<file path="config.mk">
export PLATFORM = sky130hd
export DESIGN_NAME = wideband_speech_h2_deframer
export DESIGN_NICKNAME = d
export VERILOG_FILES = /design/src/rtl/h2d_pkg.sv /design/src/rtl/h2d_ram.sv /design/src/rtl/h2d_collect.sv /design/src/rtl/h2d_emit.sv /design/src/rtl/wideband_speech_h2_deframer.sv
export SDC_FILE = /design/constraint.sdc
export NUM_CORES = 1
export LEC_CHECK = 0
export BUFFER_PORTS_ARGS = -buffer_cell sky130_fd_sc_hd__clkbuf_2
export CORE_MARGIN = 10
export CORE_UTILIZATION = 62
export CTS_CLUSTER_DIAMETER = 200
export DETAILED_ROUTE_END_ITERATION = 16
export HOLD_SLACK_MARGIN = 0.02
export PLACE_DENSITY = 0.86
export SYNTH_ARGS = -nofsm -noshare
export SYNTH_HDL_FRONTEND = slang
export SYNTH_HIERARCHICAL = 1
export SYNTH_SLANG_ARGS = --single-unit
</file>
<file path="constraint.sdc">
create_clock -name aclk -period 3.95 [get_ports aclk]
set_clock_uncertainty 0.15 [all_clocks]
set_input_delay 0.79 -clock aclk [delete_from_list [all_inputs] [get_ports aclk]]
set_output_delay 0.79 -clock aclk [all_outputs]
set_load 0.02 [all_outputs]
</file>
<file path="src/rtl/h2d_pkg.sv">
`timescale 1ns / 1ps
`default_nettype none
// ---------------------------------------------------------------------------
// h2d_pkg
// Shared constants and types of the H2 header deframer.
// ---------------------------------------------------------------------------
package h2d_pkg;

    localparam int PACKET_BYTES  = 60;
    localparam int PAYLOAD_BYTES = 57;

    // Payload bytes emitted per packet, limited to what the packet holds
    localparam int EMIT_COUNT = (PAYLOAD_BYTES < PACKET_BYTES - 2) ?
                                PAYLOAD_BYTES : (PACKET_BYTES - 2);

    localparam int OFFS_W = $clog2(PACKET_BYTES);
    localparam int CNT_W  = $clog2(EMIT_COUNT + 1);

    localparam int BYTE_W = 8;
    localparam int NIB_W  = 4;
    localparam int SEQ_W  = 2;
    localparam int IDX_W  = 2;

    // Register indexes of the configuration port
    localparam logic [IDX_W-1:0] REG_FIRST_HDR  = 2'd0;
    localparam logic [IDX_W-1:0] REG_HDR_NIBBLE = 2'd1;
    localparam logic [IDX_W-1:0] REG_SYNC       = 2'd2;

    // Reset values of the registers
    localparam logic [BYTE_W-1:0] RST_FIRST_HDR  = 8'h01;
    localparam logic [NIB_W-1:0]  RST_HDR_NIBBLE = 4'h8;
    localparam logic [BYTE_W-1:0] RST_SYNC       = 8'hAD;

    // Sequence pair codes that the header allows
    localparam logic [1:0] PAIR_ZERO = 2'b00;
    localparam logic [1:0] PAIR_ONES = 2'b11;

    // Header offsets within a packet
    localparam logic [OFFS_W-1:0] OFFS_FIRST  = OFFS_W'(0);
    localparam logic [OFFS_W-1:0] OFFS_SECOND = OFFS_W'(1);
    localparam logic [OFFS_W-1:0] OFFS_SYNC   = OFFS_W'(2);
    localparam logic [OFFS_W-1:0] OFFS_LAST   = OFFS_W'(PACKET_BYTES - 1);

    // Request from the collector to the emitter: a packet is complete
    typedef struct packed {
        logic             start;
        logic [SEQ_W-1:0] seq;
        logic [SEQ_W-1:0] lost;
    } frame_req_t;

    function automatic logic pair_ok(input logic [1:0] pair);
        pair_ok = (pair == PAIR_ZERO) || (pair == PAIR_ONES);
    endfunction

endpackage
`default_nettype wire

</file>
<file path="src/rtl/h2d_ram.sv">
`timescale 1ns / 1ps
`default_nettype none
// ---------------------------------------------------------------------------
// h2d_ram
// Simple dual-port RAM, one write and one registered read port.
// ---------------------------------------------------------------------------
module h2d_ram #(
    parameter int DEPTH  = 60,
    parameter int WIDTH  = 8,
    parameter int ADDR_W = $clog2(DEPTH)
) (
    input  wire logic              aclk,
    input  wire logic              we,
    input  wire logic [ADDR_W-1:0] waddr,
    input  wire logic [WIDTH-1:0]  wdata,
    input  wire logic              re,
    input  wire logic [ADDR_W-1:0] raddr,
    output logic      [WIDTH-1:0]  rdata
);

    logic [WIDTH-1:0] mem [DEPTH];

    // Write port
    always_ff @(posedge aclk) begin
        if (we) begin
            mem[waddr] <= wdata;
        end
    end

    // Read port, data held while re is low
    always_ff @(posedge aclk) begin
        if (re) begin
            rdata <= mem[raddr];
        end
    end

endmodule
`default_nettype wire

</file>
<file path="src/rtl/h2d_collect.sv">
`timescale 1ns / 1ps
`default_nettype none
// ---------------------------------------------------------------------------
// h2d_collect
// Header hunt, configuration registers and packet fill into the store.
// ---------------------------------------------------------------------------
module h2d_collect
    import h2d_pkg::*;
(
    input  wire logic              aclk,
    input  wire logic              aresetn,
    input  wire logic              cfg_wr_en,
    input  wire logic [IDX_W-1:0]  cfg_index,
    input  wire logic [BYTE_W-1:0] cfg_data,
    input  wire logic              in_accept,
    input  wire logic [BYTE_W-1:0] in_byte,
    output logic                   wr_en,
    output logic      [OFFS_W-1:0] wr_addr,
    output frame_req_t             frame_req
);

    logic [BYTE_W-1:0] first_hdr_reg;
    logic [NIB_W-1:0]  hdr_nibble_reg;
    logic [BYTE_W-1:0] sync_reg;
    logic [OFFS_W-1:0] fill_reg, fill_next;
    logic [SEQ_W-1:0]  seq_reg, seq_next;
    logic [SEQ_W-1:0]  exp_reg, exp_next;
    logic              byte_ok;
    logic              complete;

    // Write configuration registers, mask to their widths
    always_ff @(posedge aclk) begin
        if (!aresetn) begin
            first_hdr_reg  <= RST_FIRST_HDR;
            hdr_nibble_reg <= RST_HDR_NIBBLE;
            sync_reg       <= RST_SYNC;
        end else if (cfg_wr_en) begin
            case (cfg_index)
                REG_FIRST_HDR:  first_hdr_reg  <= cfg_data;
                REG_HDR_NIBBLE: hdr_nibble_reg <= cfg_data[NIB_W-1:0];
                REG_SYNC:       sync_reg       <= cfg_data;
                default: ;
            endcase
        end
    end

    // Check the byte against the header pattern at its offset
    always_comb begin
        case (fill_reg)
            OFFS_FIRST:  byte_ok = (in_byte == first_hdr_reg);
            OFFS_SECOND: byte_ok = (in_byte[3:0] == hdr_nibble_reg) &&
                                   pair_ok(in_byte[5:4]) && pair_ok(in_byte[7:6]);
            OFFS_SYNC:   byte_ok = (in_byte == sync_reg);
            default:     byte_ok = 1'b1;
        endcase
    end

    assign complete = in_accept && byte_ok && (fill_reg == OFFS_LAST);

    // Advance the fill offset, capture sequence, update expected sequence
    always_comb begin
        fill_next = fill_reg;
        seq_next  = seq_reg;
        exp_next  = exp_reg;
        if (in_accept) begin
            if (!byte_ok) begin
                fill_next = OFFS_FIRST;
            end else if (complete) begin
                fill_next = OFFS_FIRST;
                exp_next  = seq_reg + SEQ_W'(1);
            end else begin
                fill_next = fill_reg + OFFS_W'(1);
            end
            if (byte_ok && (fill_reg == OFFS_SECOND)) begin
                seq_next = {in_byte[7], in_byte[4]};
            end
        end
    end

    always_ff @(posedge aclk) begin
        if (!aresetn) begin
            fill_reg <= OFFS_FIRST;
            exp_reg  <= '0;
        end else begin
            fill_reg <= fill_next;
            exp_reg  <= exp_next;
        end
    end

    always_ff @(posedge aclk) begin
        seq_reg <= seq_next;
    end

    // Store the byte and raise the request on the last packet byte
    assign wr_en           = in_accept && byte_ok;
    assign wr_addr         = fill_reg;
    assign frame_req.start = complete;
    assign frame_req.seq   = seq_reg;
    assign frame_req.lost  = seq_reg - exp_reg;

endmodule
`default_nettype wire

</file>
<file path="src/rtl/h2d_emit.sv">
`timescale 1ns / 1ps
`default_nettype none
// ---------------------------------------------------------------------------
// h2d_emit
// Reads the payload out of the store and drives the result register.
// ---------------------------------------------------------------------------
module h2d_emit
    import h2d_pkg::*;
(
    input  wire logic              aclk,
    input  wire logic              aresetn,
    input  wire frame_req_t        frame_req,
    output logic                   busy,
    output logic                   rd_en,
    output logic      [OFFS_W-1:0] rd_addr,
    input  wire logic [BYTE_W-1:0] rd_data,
    output logic                   m_valid,
    input  wire logic              m_ready,
    output logic      [BYTE_W-1:0] m_payload_byte,
    output logic      [SEQ_W-1:0]  m_seq_number,
    output logic      [SEQ_W-1:0]  m_lost_count,
    output logic                   m_last_of_frame
);

    logic [CNT_W-1:0]  rem_reg;
    logic [OFFS_W-1:0] addr_reg;
    logic [SEQ_W-1:0]  pkt_seq_reg;
    logic [SEQ_W-1:0]  pkt_lost_reg;
    logic              rd_valid_reg;
    logic              rd_last_reg;
    logic [SEQ_W-1:0]  rd_seq_reg;
    logic [SEQ_W-1:0]  rd_lost_reg;
    logic              m_valid_reg;
    logic [BYTE_W-1:0] m_byte_reg;
    logic              m_last_reg;
    logic [SEQ_W-1:0]  m_seq_reg;
    logic [SEQ_W-1:0]  m_lost_reg;
    logic              adv;
    logic              issue;

    // Move the pipeline when the result register is free or taken
    assign adv   = !m_valid_reg || m_ready;
    assign issue = adv && (rem_reg != '0);
    assign busy  = (rem_reg != '0);

    // Read sequencer: count down the payload bytes
    always_ff @(posedge aclk) begin
        if (!aresetn) begin
            rem_reg <= '0;
        end else if (frame_req.start) begin
            rem_reg <= CNT_W'(EMIT_COUNT);
        end else if (issue) begin
            rem_reg <= rem_reg - CNT_W'(1);
        end
    end

    always_ff @(posedge aclk) begin
        if (frame_req.start) begin
            addr_reg     <= OFFS_SYNC;
            pkt_seq_reg  <= frame_req.seq;
            pkt_lost_reg <= frame_req.lost;
        end else if (issue) begin
            addr_reg <= addr_reg + OFFS_W'(1);
        end
    end

    // Read stage: tag the data coming out of the store
    always_ff @(posedge aclk) begin
        if (!aresetn) begin
            rd_valid_reg <= 1'b0;
        end else if (adv) begin
            rd_valid_reg <= issue;
        end
    end

    always_ff @(posedge aclk) begin
        if (issue) begin
            rd_last_reg <= (rem_reg == CNT_W'(1));
            rd_seq_reg  <= pkt_seq_reg;
            rd_lost_reg <= pkt_lost_reg;
        end
    end

    // Result register
    always_ff @(posedge aclk) begin
        if (!aresetn) begin
            m_valid_reg <= 1'b0;
        end else if (adv) begin
            m_valid_reg <= rd_valid_reg;
        end
    end

    always_ff @(posedge aclk) begin
        if (adv) begin
            m_byte_reg <= rd_data;
            m_last_reg <= rd_last_reg;
            m_seq_reg  <= rd_seq_reg;
            m_lost_reg <= rd_lost_reg;
        end
    end

    assign rd_en           = issue;
    assign rd_addr         = addr_reg;
    assign m_valid         = m_valid_reg;
    assign m_payload_byte  = m_byte_reg;
    assign m_seq_number    = m_seq_reg;
    assign m_lost_count    = m_lost_reg;
    assign m_last_of_frame = m_last_reg;

endmodule
`default_nettype wire

</file>
<file path="src/rtl/wideband_speech_h2_deframer.sv">
`timescale 1ns / 1ps
`default_nettype none
// ---------------------------------------------------------------------------
// wideband_speech_h2_deframer
// Hunts for H2-framed packets in a byte stream and emits their payload.
//
// Input channel s_: one received byte per request. Bytes are checked against
// the two header bytes and the sync byte, then written into a packet store
// (one RAM, one write and one read port). A byte that fails a header check
// is dropped and the hunt restarts.
// Result channel m_: after the last packet byte is accepted, the payload
// (sync byte onward, EMIT_COUNT bytes) is read from the store through the
// RAM read register and the result register, one per cycle while m_ready
// is high. Each result carries the sequence number, the lost-packet count
// and a last-of-frame mark.
// Throughput: one byte per cycle while collecting; s_ready is low while the
// payload is read out, which lasts longer while m_ready is low.
// Stall: the result register and the RAM read register hold; reads pause.
// Reset: clears the fill offset, expected sequence, read count, pipeline valids and
// restores the register defaults. Store contents are not cleared.
// ---------------------------------------------------------------------------
module wideband_speech_h2_deframer
    import h2d_pkg::*;
(
    input  wire logic              aclk,
    input  wire logic              aresetn,
    input  wire logic              cfg_wr_en,
    input  wire logic [IDX_W-1:0]  cfg_index,
    input  wire logic [BYTE_W-1:0] cfg_data,
    input  wire logic              s_valid,
    output logic                   s_ready,
    input  wire logic [BYTE_W-1:0] s_data_byte,
    output logic                   m_valid,
    input  wire logic              m_ready,
    output logic      [BYTE_W-1:0] m_payload_byte,
    output logic      [SEQ_W-1:0]  m_seq_number,
    output logic      [SEQ_W-1:0]  m_lost_count,
    output logic                   m_last_of_frame
);

    frame_req_t        frame_req;
    logic              busy;
    logic              in_accept;
    logic              wr_en;
    logic [OFFS_W-1:0] wr_addr;
    logic              rd_en;
    logic [OFFS_W-1:0] rd_addr;
    logic [BYTE_W-1:0] rd_data;

    // Hold input while the payload is read out
    assign s_ready   = !busy;
    assign in_accept = s_valid && s_ready;

    h2d_collect u_collect (
        .aclk      (aclk),
        .aresetn   (aresetn),
        .cfg_wr_en (cfg_wr_en),
        .cfg_index (cfg_index),
        .cfg_data  (cfg_data),
        .in_accept (in_accept),
        .in_byte   (s_data_byte),
        .wr_en     (wr_en),
        .wr_addr   (wr_addr),
        .frame_req (frame_req)
    );

    h2d_ram #(
        .DEPTH  (PACKET_BYTES),
        .WIDTH  (BYTE_W),
        .ADDR_W (OFFS_W)
    ) u_store (
        .aclk  (aclk),
        .we    (wr_en),
        .waddr (wr_addr),
        .wdata (s_data_byte),
        .re    (rd_en),
        .raddr (rd_addr),
        .rdata (rd_data)
    );

    h2d_emit u_emit (
        .aclk            (aclk),
        .aresetn         (aresetn),
        .frame_req       (frame_req),
        .busy            (busy),
        .rd_en           (rd_en),
        .rd_addr         (rd_addr),
        .rd_data         (rd_data),
        .m_valid         (m_valid),
        .m_ready         (m_ready),
        .m_payload_byte  (m_payload_byte),
        .m_seq_number    (m_seq_number),
        .m_lost_count    (m_lost_count),
        .m_last_of_frame (m_last_of_frame)
    );

endmodule
`default_nettype wire

</file>
==> impl_results.md <==
- Status: finished, final reports clean
- Nets@finish: around 1300
- Syn Std Cell Area: roughly 22000 µm²
- Mean Syn Cell Area: 18.59 µm²
- Setup crit start kind: flip-flop
- Pleak: between 8 and 9 nW
- Top reg by flops: u_store/mem
- Root buf cell: clkbuf_16
- Fill count: between 1500 and 2000
- Setup violators final: 0
- Slew Limit Headroom: 0.2282
- Register Area: ~16000 µm²
- Post-synth EDFFs: roughly 510
- Yosys warning count: 6
- Worst hold margin: 0.2503 ns
- Worst-Margin Slew: ~1.2 ns
- GPL Wtd Cong: 0.8843
- Biggest area consumer among synthesized cells: edfxtp_1
- Wire length per cell: 28.88 µm
- Detailed-placement wirelength estimate: 31220 µm
- Worst EP arrival: between 3 and 4 ns
- Worst-skew pair later-pin latency: between 0.5 and 0.6 ns
- Hold path depth: 0
- Most frequent cells in the layout: edfxtp_1 (512), buf_4 (92), mux4_2 (85)
- Minimum clock period: 3.680 ns
- Power Density: 643.9 nW/µm²
- P&R area growth vs syn: 12.10%
- Top_reg_cell synth: edfxtp_1
- Starting Density: 0.6271
- Hold-critical path endpoint: u_emit/rd_seq_reg[1]$_DFFE_PP_
- Crit path kind: flip-flop to flip-flop
- TritonRoute pass-1 iters: 5
- Initial DRC count: 1781
- CP Capture Type: flip-flop
- Total I/O pin count: 38
- GRT Util Overall: 0.2358
- Vias: 12221
- Setup TNS: 0 ns
- Antenna violations before repair: 1
- Seq/Total Area, Yosys: 0.7287
- Clock H-tree levels: 2
- Fin area: 24940 µm²
- Hold/Removal Path Class: flip-flop to flip-flop
- RSZ-0062 raised after global routing: no
- Height of the chip: about 210 µm
- Die area: approximately 44000 µm²
- Total grt overflow: 0
- Die W: between 200 and 250 µm
- Global-route wire length before repair: between 70000 and 80000 µm
- Final period util: 0.9315
- Fmax achieved: 271.8 MHz
- Mapped Cells: 1197
- Reg-to-Reg Start: u_emit/rem_reg[3]$_SDFFE_PN0P_
- Top post-synthesis cells by area: edfxtp_1 (69%), mux4_2 (8.6%), dfxtp_1 (3.8%)
- Post-CTS Setup Inserts: 0
- Routed Wire Length: 52560 µm
- Fin. Hold Viols: 0
- Total clock sinks: 554
- Multi-input gate area: 5575 µm²
- CTS Buffer Depth: 3
- Reg2reg end: u_store/mem[17][7]$_DFFE_PP_
- Total of max-cap violations: 0
- DP Area: 23340 µm²
- Vias in the first global route: 12249
- CTS tree: yes
- DR DRC count: 0
- Largest net degree at the start of global routing: roughly 60
- CTS hold repair buffers: 0
- Max Fanout on Critical Path: 8
- Async SR Flop Fraction: 0
- CTS Buf Count: 49
- Max IR drop VDD: 0.6571 mV
- Cells on worst reg2reg path: 11
- Layout cells sized above 1: 0.2555
- Placed Cells: between 1500 and 2000
- R2R Setup Slk: 0.27 ns
- Critical Path RT: 4.07 ns
- Max reg flops: 480
- Resize count post-CTS: 0
- IO buf count: 37
- Syn Nets: 1228
- Core footprint: approximately 35000 µm²
- Hold Startpoint: u_emit/pkt_seq_reg[1]$_DFFE_PP_
- Synth unique cells: 65
- Pins over their slew limit: 0
- Share of the synthesized area in the top cell type: 0.6910
- Core Util, Final: 0.7030
- Most common cell after layout, fill and taps aside: edfxtp_1
- Post-synthesis register bit count: around 550
- Register clock-pin slew on the reported worst setup and hold paths: roughly 0.060 ns
- Post-route insts no fill: 1820
- Post-route ant nets: 0
- DR vias/cell: 6.715
- Row cnt: 69
## final cells by class
class | count | area share
repair buffers | 130 | 0.03591
inverters | 16 | 0.002408
diodes | 1 | 0.0001003
multi-input cells | 567 | 0.2235
clock inverters | 34 | 0.01229
clock buffers | 57 | 0.05207
well taps | 461 | 0.02312
flip-flops and latches | 554 | 0.6506
## per-layer routing
layer | vias up | GRT usage | share of wire
met4 | 2 | 0.09973 | 0.042
met3 | 157 | 0.04722 | 0.098
met2 | 810 | 0.3871 | 0.50
li1 | 5061 | - | -
met5 | - | 0 | 0.00025
met1 | 6191 | 0.3030 | 0.36
## worst max-delay path, stage by stage (launching register included)
cell and delay, ns:
dfxtp_1 0.40, nor4_4 0.45, nand2_1 0.22, nor2b_1 0.18
buf_4 0.19, o21ai_0 0.16, o41ai_4 0.36, nor2b_1 0.32
nand2_1 0.32, buf_4 0.25, nor2_1 0.14, buf_4 0.22
## stage by stage
stage / total power (W) / setup slack [ns]
2_1_floorplan: 0.01021 / 0.6220
3_3_place_gp: 0.01111 / 0.3650
3_5_place_dp: 0.01124 / 0.2861
4_1_cts: 0.01604 / 0.3767
5_1_grt: 0.01653 / 0.1509
6_report: 0.01606 / 0.2705
## cell usage after synthesis, drive strengths merged, types with 9 or more instances
| library cell | number |
|---|---|
| mux2 | 32 |
| edfxtp | 512 |
| mux4 | 104 |
| dfxtp | 42 |
| buf | 29 |
| a211oi | 14 |
| nand2 | 57 |
| clkbuf | 31 |
| xnor2 | 21 |
| nand3 | 16 |
| mux2i | 31 |
| nand2b | 13 |
| a21oi | 24 |
| nor2b | 24 |
| inv | 16 |
| o22ai | 9 |
| nor2 | 83 |
## cell families (layout without fill, tap and decap cells)
logic type / Yosys count / count (layout) / share of synthesized area
flip-flops: 554 / 554 / 0.7287
AO/OA/AOI/OAI: 128 / 128 / 0.04459
multiplexers: 167 / 167 / 0.1386
XOR/XNOR: 27 / 27 / 0.01063
AND/OR/NAND/NOR: 237 / 237 / 0.05196
other: 0 / 1 / 0
adder cells (fa/ha/maj): 8 / 8 / 0.004499
buffers and inverters: 76 / 237 / 0.02097
## power by group
part / switching (W) / leakage (nW) / internal, W
registers: 0.000440 / 4.98 / 0.00670
clock network: 0.00209 / 0.778 / 0.00269
logic: 0.00233 / 2.47 / 0.00182
## worst max-delay path by stage
stage,startpoint,endpoint,cells after the start
2_1_floorplan,s_data_byte[2],u_store/mem[27][0]$_DFFE_PP_,8
3_3_place_gp,s_data_byte[3],u_store/mem[17][2]$_DFFE_PP_,11
3_5_place_dp,s_data_byte[3],u_store/mem[17][2]$_DFFE_PP_,11
4_1_cts,u_emit/rem_reg[3]$_SDFFE_PN0P_,u_store/mem[17][7]$_DFFE_PP_,11
5_1_grt,u_emit/rem_reg[3]$_SDFFE_PN0P_,u_store/mem[17][4]$_DFFE_PP_,11
6_report,u_emit/rem_reg[3]$_SDFFE_PN0P_,u_store/mem[17][7]$_DFFE_PP_,11
Note: power is estimated with default switching activity, not from simulation.
